`src/gcsh_pkg.sv`:
```
`default_nettype none

package gcsh_pkg;

  localparam int PIX_W      = 8;
  localparam int GAIN_W     = 4;
  localparam int BIN_W      = 8;
  localparam int NUM_BINS   = 256;
  localparam int OUT_CNT_W  = 32;
  localparam int CFG_IDX_W  = 8;
  localparam int CFG_DATA_W = 8;
  localparam int COUNT_BITS_DEF = 32;

  localparam int SUM_W      = PIX_W + 2;
  localparam int DIV3_W     = 20;
  localparam int DIV3_SHIFT = 11;
  localparam logic [DIV3_W-1:0] DIV3_RECIP = 20'd683;

  localparam logic [PIX_W-1:0]  RESET_BLACK_OFFSET = 8'd50;
  localparam logic [GAIN_W-1:0] RESET_GAIN         = 4'd3;
  localparam logic [PIX_W-1:0]  MAX_LEVEL          = 8'd255;

  typedef enum logic {
    OP_PIXEL = 1'b0,
    OP_READ  = 1'b1
  } opcode_e;

  typedef enum logic [CFG_IDX_W-1:0] {
    CFG_BLACK_OFFSET = 8'd0,
    CFG_GAIN         = 8'd1
  } cfg_idx_e;

  typedef struct packed {
    logic                  en;
    logic [CFG_IDX_W-1:0]  index;
    logic [CFG_DATA_W-1:0] data;
  } cfg_wr_t;

  typedef struct packed {
    opcode_e          op;
    logic             inc;
    logic [BIN_W-1:0] addr;
    logic [PIX_W-1:0] bright;
  } item_t;

  typedef struct packed {
    logic [PIX_W-1:0]     brightness;
    logic [OUT_CNT_W-1:0] bin_count;
  } res_t;

endpackage

`default_nettype wire

```
`src/gcsh_front.sv`:
```
`default_nettype none

module gcsh_front (
  input  wire                         clk_i,
  input  wire                         rst_ni,
  input  gcsh_pkg::cfg_wr_t           cfg_wr_i,
  input  wire                         load_i,
  input  wire                         opcode_i,
  input  wire [gcsh_pkg::PIX_W-1:0]   red_i,
  input  wire [gcsh_pkg::PIX_W-1:0]   green_i,
  input  wire [gcsh_pkg::PIX_W-1:0]   blue_i,
  input  wire                         in_sky_i,
  input  wire [gcsh_pkg::BIN_W-1:0]   bin_index_i,
  output gcsh_pkg::item_t             item_o
);
  import gcsh_pkg::*;

  logic [PIX_W-1:0]  black_offset_q;
  logic [GAIN_W-1:0] gain_q;

  logic [SUM_W-1:0]  sum;
  logic [DIV3_W-1:0] prod;
  logic [PIX_W-1:0]  grey_d;

  opcode_e           op_q;
  logic              sky_q;
  logic [BIN_W-1:0]  bin_q;
  logic [PIX_W-1:0]  grey_q;

  logic [PIX_W-1:0]        lifted;
  logic [PIX_W+GAIN_W-1:0] scaled;
  logic [PIX_W-1:0]        bright;
  logic                    count;

  always_ff @(posedge clk_i or negedge rst_ni) begin
    if (!rst_ni) begin
      black_offset_q <= RESET_BLACK_OFFSET;
      gain_q         <= RESET_GAIN;
    end else if (cfg_wr_i.en) begin
      unique case (cfg_wr_i.index)
        CFG_BLACK_OFFSET: black_offset_q <= cfg_wr_i.data[PIX_W-1:0];
        CFG_GAIN:         gain_q         <= cfg_wr_i.data[GAIN_W-1:0];
        default: ;
      endcase
    end
  end

  // Division by three as a multiply by a scaled reciprocal; exact for sums up to 765.
  always_comb begin
    sum    = {2'b00, red_i} + {2'b00, green_i} + {2'b00, blue_i};
    prod   = {{(DIV3_W-SUM_W){1'b0}}, sum} * DIV3_RECIP;
    grey_d = prod[DIV3_SHIFT+PIX_W-1:DIV3_SHIFT];
  end

  always_ff @(posedge clk_i) begin
    if (load_i) begin
      op_q   <= opcode_e'(opcode_i);
      sky_q  <= in_sky_i;
      bin_q  <= bin_index_i;
      grey_q <= grey_d;
    end
  end

  always_comb begin
    lifted = (grey_q > black_offset_q) ? (grey_q - black_offset_q) : '0;
    scaled = {{GAIN_W{1'b0}}, lifted} * {{PIX_W{1'b0}}, gain_q};
    bright = (scaled > {{GAIN_W{1'b0}}, MAX_LEVEL}) ? MAX_LEVEL : scaled[PIX_W-1:0];
    count  = (op_q == OP_PIXEL) && sky_q;

    item_o.op     = op_q;
    item_o.inc    = count;
    item_o.addr   = (op_q == OP_READ) ? bin_q : bright;
    item_o.bright = count ? bright : '0;
  end

endmodule

`default_nettype wire

```
`config.mk`:
```
export PLATFORM = sky130hd
export DESIGN_NAME = gcsh_front
export DESIGN_NICKNAME = d
export VERILOG_FILES = /design/src/gcsh_pkg.sv /design/src/gcsh_front.sv
export SDC_FILE = /design/constraint.sdc
export NUM_CORES = 1
export LEC_CHECK = 0
export ABC_AREA = 1
export BUFFER_PORTS_ARGS = -buffer_cell sky130_fd_sc_hd__buf_2
export CORE_MARGIN = 4
export CORE_UTILIZATION = 39
export CTS_BUF_LIST = sky130_fd_sc_hd__clkbuf_2 sky130_fd_sc_hd__clkbuf_4 sky130_fd_sc_hd__clkbuf_8
export DETAILED_ROUTE_END_ITERATION = 12
export GPL_TIMING_DRIVEN = 0
export HOLD_SLACK_MARGIN = 0.1
export PLACE_DENSITY_LB_ADDON = 0.1
export SLEW_MARGIN = 5
export SYNTH_ARGS = -nofsm -noshare
export SYNTH_HDL_FRONTEND = slang
export SYNTH_SLANG_ARGS = --single-unit
```
`constraint.sdc`:
```
create_clock -name clk_i -period 5 [get_ports clk_i]
set_clock_uncertainty 0.15 [all_clocks]
set_input_delay 0.25 -clock clk_i [delete_from_list [all_inputs] [get_ports clk_i]]
set_output_delay 0.25 -clock clk_i [all_outputs]
set_load 0.05 [all_outputs]
```
==> impl_results.md, run 1 <==
- Post-route minimum period: 5.012 ns
- Initial drt markers: 250
- Largest family of logic cells by synthesized area: adder cells
- Top FF cell, synth: edfxtp_1
- Placed Area: 5719 um2
- Synth Area in Simple Gates: 23.15%
- Nature of the critical path endpoint: flop
- Adder-cell share of the synthesized area: 39.23%
- Gr ovfl total: 0
- Gpl congestion: 0.8345
- Upper clock frequency limit: 199.5 MHz
- Crit start category: input port
- Req. time, crit path: 4.91 ns
- Final core utilization: 58.14%
- Failing checks: negative setup slack
- Synth Area in XOR/XNOR: 2.959%
- Clk sinks: 30
- Crit path cell chain: buf_6 -> fa_1 -> buf_4 -> fa_2 -> buf_4 -> xor2_4 -> ha_4 -> fa_1 -> inv_1 -> fa_1 -> inv_1 -> fa_1 -> ha_4 -> ha_4 -> a21oi_2 -> o21ai_1 -> a21oi_1 -> nand2_1 -> nand2_2 -> nand2_1 -> nand2_1 -> nand2_1
- Crit path from: red_i[2]
- Hold wc startpoint: cfg_wr_i[8]
- Initial antenna violation count: 0
- Via count of the routed design: 4646
- Drt drc: 0
- Worst Path Max Fanout: 4
- Core area: 12620 um2
- Total GRT Usage: 17.20%
- Vias/cell: 4.850
- Synth unique cells: 39
- CTS tree: yes
- DP Wirelength: 9739 um
- First-pass GRT wire length: 20870 um
- Hold-critical path depth: 3
- Mux contribution to synthesized area: 0%
- Top delay family on crit path: adder cells
- Yosys reg bits: 30
- Die area: 14790 um2
- # port buffers: 71
- Critical Path AT: 4.92 ns
- Post-route antenna net violation count: 0
- Setup CP Type: in2reg
- Max H-tree Level: 2
- Largest net degree at the start of global routing: 19
- Commonest non-fill, non-tap cell in the layout: inv_1
- Async set-reset flop share out of synthesis: 40.00%
- Compound-Gate Fraction of Synth Area: 6.738%
- Max_slew headroom: 71.66%
- IO Count: 72
- Dpl ws: -0.7002 ns
- WP buf/inv: 5
- Final Slew Violations: 0
- Vias in the first global route: 4660
- Hold WC Path Type: in2reg
- Outcome: complete, but fails checks
- Total of max-cap violations: 0
- Ys Warns: 0
- Cell Area, Synth: 5032 um2
- Commonest cells after routing, fill and taps aside: inv_1, nand2_1, buf_2
- Fin cells: 958
- R2R cell count: 3
- Area Growth Syn to Fin: 45.80%
- Max Buffers Root-to-Sink: 2
- Sequential-to-total area share from yosys stat: 16.83%
- Critical path's largest stage delay: 0.53 ns
- Wire per inst: 13.37 um
- Worst-path clk slew: 0.07 ns
- Clock root buffer: clkbuf_8
- Final instance area: 7337 um2
- Layout cell share with drive strength beyond 1: 37.40%
- Unrepaired setup endpoints after global routing: true
- R2R Path Start: gain_q[0]
- Worst-skew pair later-pin latency: 0.30 ns
- Placed cells: 888
- TritonCTS buffer count: 5
- Final WS setup: -0.01159 ns
- Nets: 971
- # diodes: 0
- Critical path depth: 22
- Worst Tran Pin Value: 0.4251 ns
- 1st-pass router iterations: 5
- Synthesized area per cell: 7.802 um2
- WL final: 12810 um
- Critical-path top delay cell: fa_1
- Syn Nets: 831
- Die Width: 121.6 um
- Period utilisation layout: 100.2%
- # rows: 41
- EDFF count, synth: 18
- Final-report hold violation count: 0
- Initial Utilization: 39.88%
- Cells after synthesis: 645
- Final count of negative-setup-slack endpoints: 1
- Chip height: 121.6 um
-- metal layers --
layer / track usage [%] / vias up / part of all wire, %
li1: - / 2339 / -
met1: 21.38 / 2197 / 41
met2: 31.33 / 88 / 54
met3: 1.625 / 22 / 2.8
met4: 5.532 / 0 / 2.0
met5: 0 / - / 0
-- final timing paths --
kind / endpoint / slack (ns)
worst max-delay path: grey_q[7] / -0.01
worst min-delay path: gain_q[0] / 0.12
worst max register to register: gain_q[0] / 3.94
worst min register to register: black_offset_q[4] / 0.32
max in group asynchronous: black_offset_q[4] / 4.22
min in group asynchronous: black_offset_q[7] / 0.20
-- cell usage after synthesis (all sizes together) (3+ instances only) --
library cell / n / area [um2]
nand2: 153 / 594.3
inv: 138 / 518.0
ha: 89 / 1114
fa: 43 / 860.8
nor2: 42 / 181.4
nand3: 32 / 160.2
a21oi: 28 / 140.1
o21ai: 19 / 110.1
edfxtp: 18 / 540.5
nand4: 17 / 106.4
xnor2: 9 / 78.83
xor2: 8 / 70.07
dfrtp: 7 / 175.2
nor3: 7 / 40.04
and2: 6 / 37.54
buf: 5 / 36.28
dfstp: 5 / 131.4
o21bai: 3 / 22.52
-- cell type report --
type | instances | area (um2)
plain buffers | 5 | 36.28
repair buffers | 133 | 1006
clock inverters | 2 | 60.06
multi-input cells | 471 | 4563
inverters | 139 | 526.8
clock buffers | 6 | 82.58
well taps | 172 | 215.2
flip-flops and latches | 30 | 847.1
fillers | 1134 | 5283
-- cells by family (layout without fill, tap and decap cells) --
group | after synthesis | after routing
AOI/OAI and AO/OA | 59 | 59
xor gates and xnor gates | 17 | 17
adders and majority gates | 132 | 132
buffers and inverters | 144 | 285
DFF | 30 | 30
and+or+nand+nor | 263 | 263
-- worst reg2reg max path, delay by kind of cell, from the launching register on --
family | cells | cell delay (ns)
DFF | 1 | 0.51
and+or+nand+nor | 1 | 0.07
buffers and inverters | 1 | 0.19
AOI/OAI and AO/OA | 1 | 0.07
-- registers in the layout, summed over array words and instances, names as in the netlist --
register / flops
bin_q: 8
black_offset_q: 8
gain_q: 4
grey_q: 8
op_q: 1
sky_q: 1
-- stage by stage --
stage                     hold WS (ns)   TNS, ns
after detailed placement     -0.002078    -6.293
final                           0.1214  -0.01159
after global routing            0.1384    -3.280
after global placement       -0.008232    -5.756
after CTS                       0.1195   -0.1545
after floorplan                -0.1956    -1.256
-- what timing repair did --
item                                    in CTS  in global routing
pin swaps                                   59                 70
hold buffers                                19                  0
endpoints found under the hold margin       34                  0
endpoints found under the setup margin      24                 24
buffers inserted                            23                 20
gates resized for setup                    113                 88
Power of run 1 is left out: the tool's default activity adds up to more than one toggle a clock period on the data nets, which glitch-free logic cannot reach.
==> inputs of run 2 (changes only) <==
--- a/config.mk
+++ b/config.mk
@@ -8,8 +8,7 @@
 export ABC_AREA = 1
 export BUFFER_PORTS_ARGS = -buffer_cell sky130_fd_sc_hd__buf_2
 export CORE_MARGIN = 4
-export CORE_UTILIZATION = 39
-export CTS_BUF_LIST = sky130_fd_sc_hd__clkbuf_2 sky130_fd_sc_hd__clkbuf_4 sky130_fd_sc_hd__clkbuf_8
+export CORE_UTILIZATION = 24
 export DETAILED_ROUTE_END_ITERATION = 12
 export GPL_TIMING_DRIVEN = 0
 export HOLD_SLACK_MARGIN = 0.1
==> run 2 against run 1 <==
The flow still finishes with violations (negative setup slack). Die area is 58% higher. First-iteration DRC count is 66% lower. Core utilization is 22 points lower. Wire length is 1.4% higher. Setup slack worse by 0.065 ns. Sequential share of layout area is 0.067 points higher. Hold slack worse by 0.012 ns. Via count is 3.1% lower.
==> impl_results.md, run 2 (synthesis results as in run 1) <==
- Outcome: complete, but fails checks
- Failing checks: negative setup slack
- Largest net degree at the start of global routing: 19
- WL final: 12990 um
- # port buffers: 71
- Max H-tree Level: 2
- Met2 wire len: 7018 um
- Drt drc: 0
- Met3 routed WL: 129 um
- Final-report hold violation count: 0
- Placed cells: 986
- Initial drt markers: 85
- Top Layer Used: met4
- Area Growth Syn to Fin: 44.95%
- Total GRT Usage: 11.20%
- Total of max-cap violations: 0
- CTS tree: yes
- Worst-path clk slew: 0.05 ns
- Final Slew Violations: 0
- Gr ovfl total: 0
- Final WS setup: -0.07649 ns
- Commonest non-fill, non-tap cell in the layout: inv_1
- Worst Path Max Fanout: 4
- Dpl ws: -0.8404 ns
- Placed Area: 5842 um2
- Via count of the routed design: 4504
- R2R cell count: 3
- Unrepaired setup endpoints after global routing: true
- Clock root buffer: clkbuf_16
- Hold WC Path Type: in2reg
- Final count of negative-setup-slack endpoints: 7
- Worst Tran Pin Value: 0.4233 ns
- Clk sinks: 30
- TritonCTS buffer count: 5
- Post-route minimum period: 5.076 ns
- Gpl congestion: 0.8208
- Chip height: 152.8 um
- Hold-critical path depth: 3
- Routed length on met1: 5584 um
- Post-route antenna net violation count: 0
- Top flop regs: bin_q x8, black_offset_q x8, grey_q x8
- DP Wirelength: 10670 um
- Layout cell share with drive strength beyond 1: 35.68%
- Die area: 23350 um2
- Flop-to-flop setup slack: 3.94 ns
- Wire per inst: 12.34 um
- Core area: 20430 um2
- IO Count: 72
- Initial antenna violation count: 0
- # diodes: 0
- Initial Utilization: 24.63%
- Nature of the critical path endpoint: flop
- Vias in the first global route: 4840
- Die Width: 152.8 um
- Setup CP Type: in2reg
- Hold slack: 0.1096 ns
- Nets: 967
- Commonest cells after routing, fill and taps aside: inv_1, nand2_1, buf_2
- Period utilisation layout: 101.5%
- Max Buffers Root-to-Sink: 2
- 1st-pass router iterations: 4
- First-pass GRT wire length: 22270 um
- Req. time, crit path: 4.88 ns
- Worst-skew pair later-pin latency: 0.28 ns
- Upper clock frequency limit: 197.0 MHz
- Crit start category: input port
- Vias/cell: 4.281
- Max_slew headroom: 71.78%
- Final instance area: 7295 um2
- Fin cells: 1052
- Critical Path AT: 4.95 ns
- # rows: 52
-- run 2: cell types whose count changed in the layout (fill, tap and decap cells not counted), moves of 4 or more --
cell,before,now
inv_1,119,124
clkbuf_16,0,5
nand2_2,31,24
clkbuf_8,6,0
inv_2,18,12
ha_4,35,31
nand2_1,115,122
-- run 2: layer usage --
layer | global-route usage, % | vias up
met5 | 0 | -
met4 | 3.352 | 0
met3 | 0.7668 | 14
met2 | 21.79 | 33
met1 | 13.01 | 2125
li1 | - | 2332
-- run 2: timing repair --
item	4_1_cts	5_1_grt
hold buffers	18	0
endpoints found under the hold margin	30	0
setup buffers	29	11
resized for setup	111	70
setup endpoints to repair	24	24
pin swaps	52	56
-- run 2: path summary, 6_finish.rpt --
path,from,to
min in group asynchronous,rst_ni,black_offset_q[6]
worst min-delay path,cfg_wr_i[2],black_offset_q[2]
worst min register to register,black_offset_q[7],black_offset_q[7]
worst max-delay path,blue_i[1],grey_q[0]
max in group asynchronous,rst_ni,gain_q[1]
worst max register to register,gain_q[0],gain_q[0]
-- run 2: through the flow --
step | utilization, % | setup TNS, ns
5_1_grt | 35.71 | -4.249
6_report | 35.71 | -0.2652
4_1_cts | 34.06 | -0.3500
3_3_place_gp | 28.60 | -8.044
3_5_place_dp | 28.60 | -8.111
2_1_floorplan | - | -1.256
-- run 2: cell type report --
cell class	count	area, um2
sequential	30	847.1
clock inverter	3	16.27
fill	2167	13140
multi-input combinational	471	4443
timing repair buffer	129	959.7
buffer	5	36.28
inverter	139	529.3
tap	270	337.8
clock buffer	5	125.1
-- run 2: worst max-delay path, stage by stage --
cell and delay, ns:
buf_6 0.09, fa_1 0.47, ha_2 0.21, fa_2 0.39, nand3_2 0.11, nand2_4 0.09, a21oi_4 0.21, xnor2_4 0.16
ha_4 0.24, ha_4 0.21, fa_1 0.49, inv_1 0.05, fa_1 0.47, inv_1 0.05, fa_2 0.54, ha_4 0.22
a21oi_4 0.17, o21ai_2 0.07, o21bai_4 0.19, nand2_1 0.07, nand2_1 0.05, xor2_1 0.14
Power of run 2 is left out for the same reason.
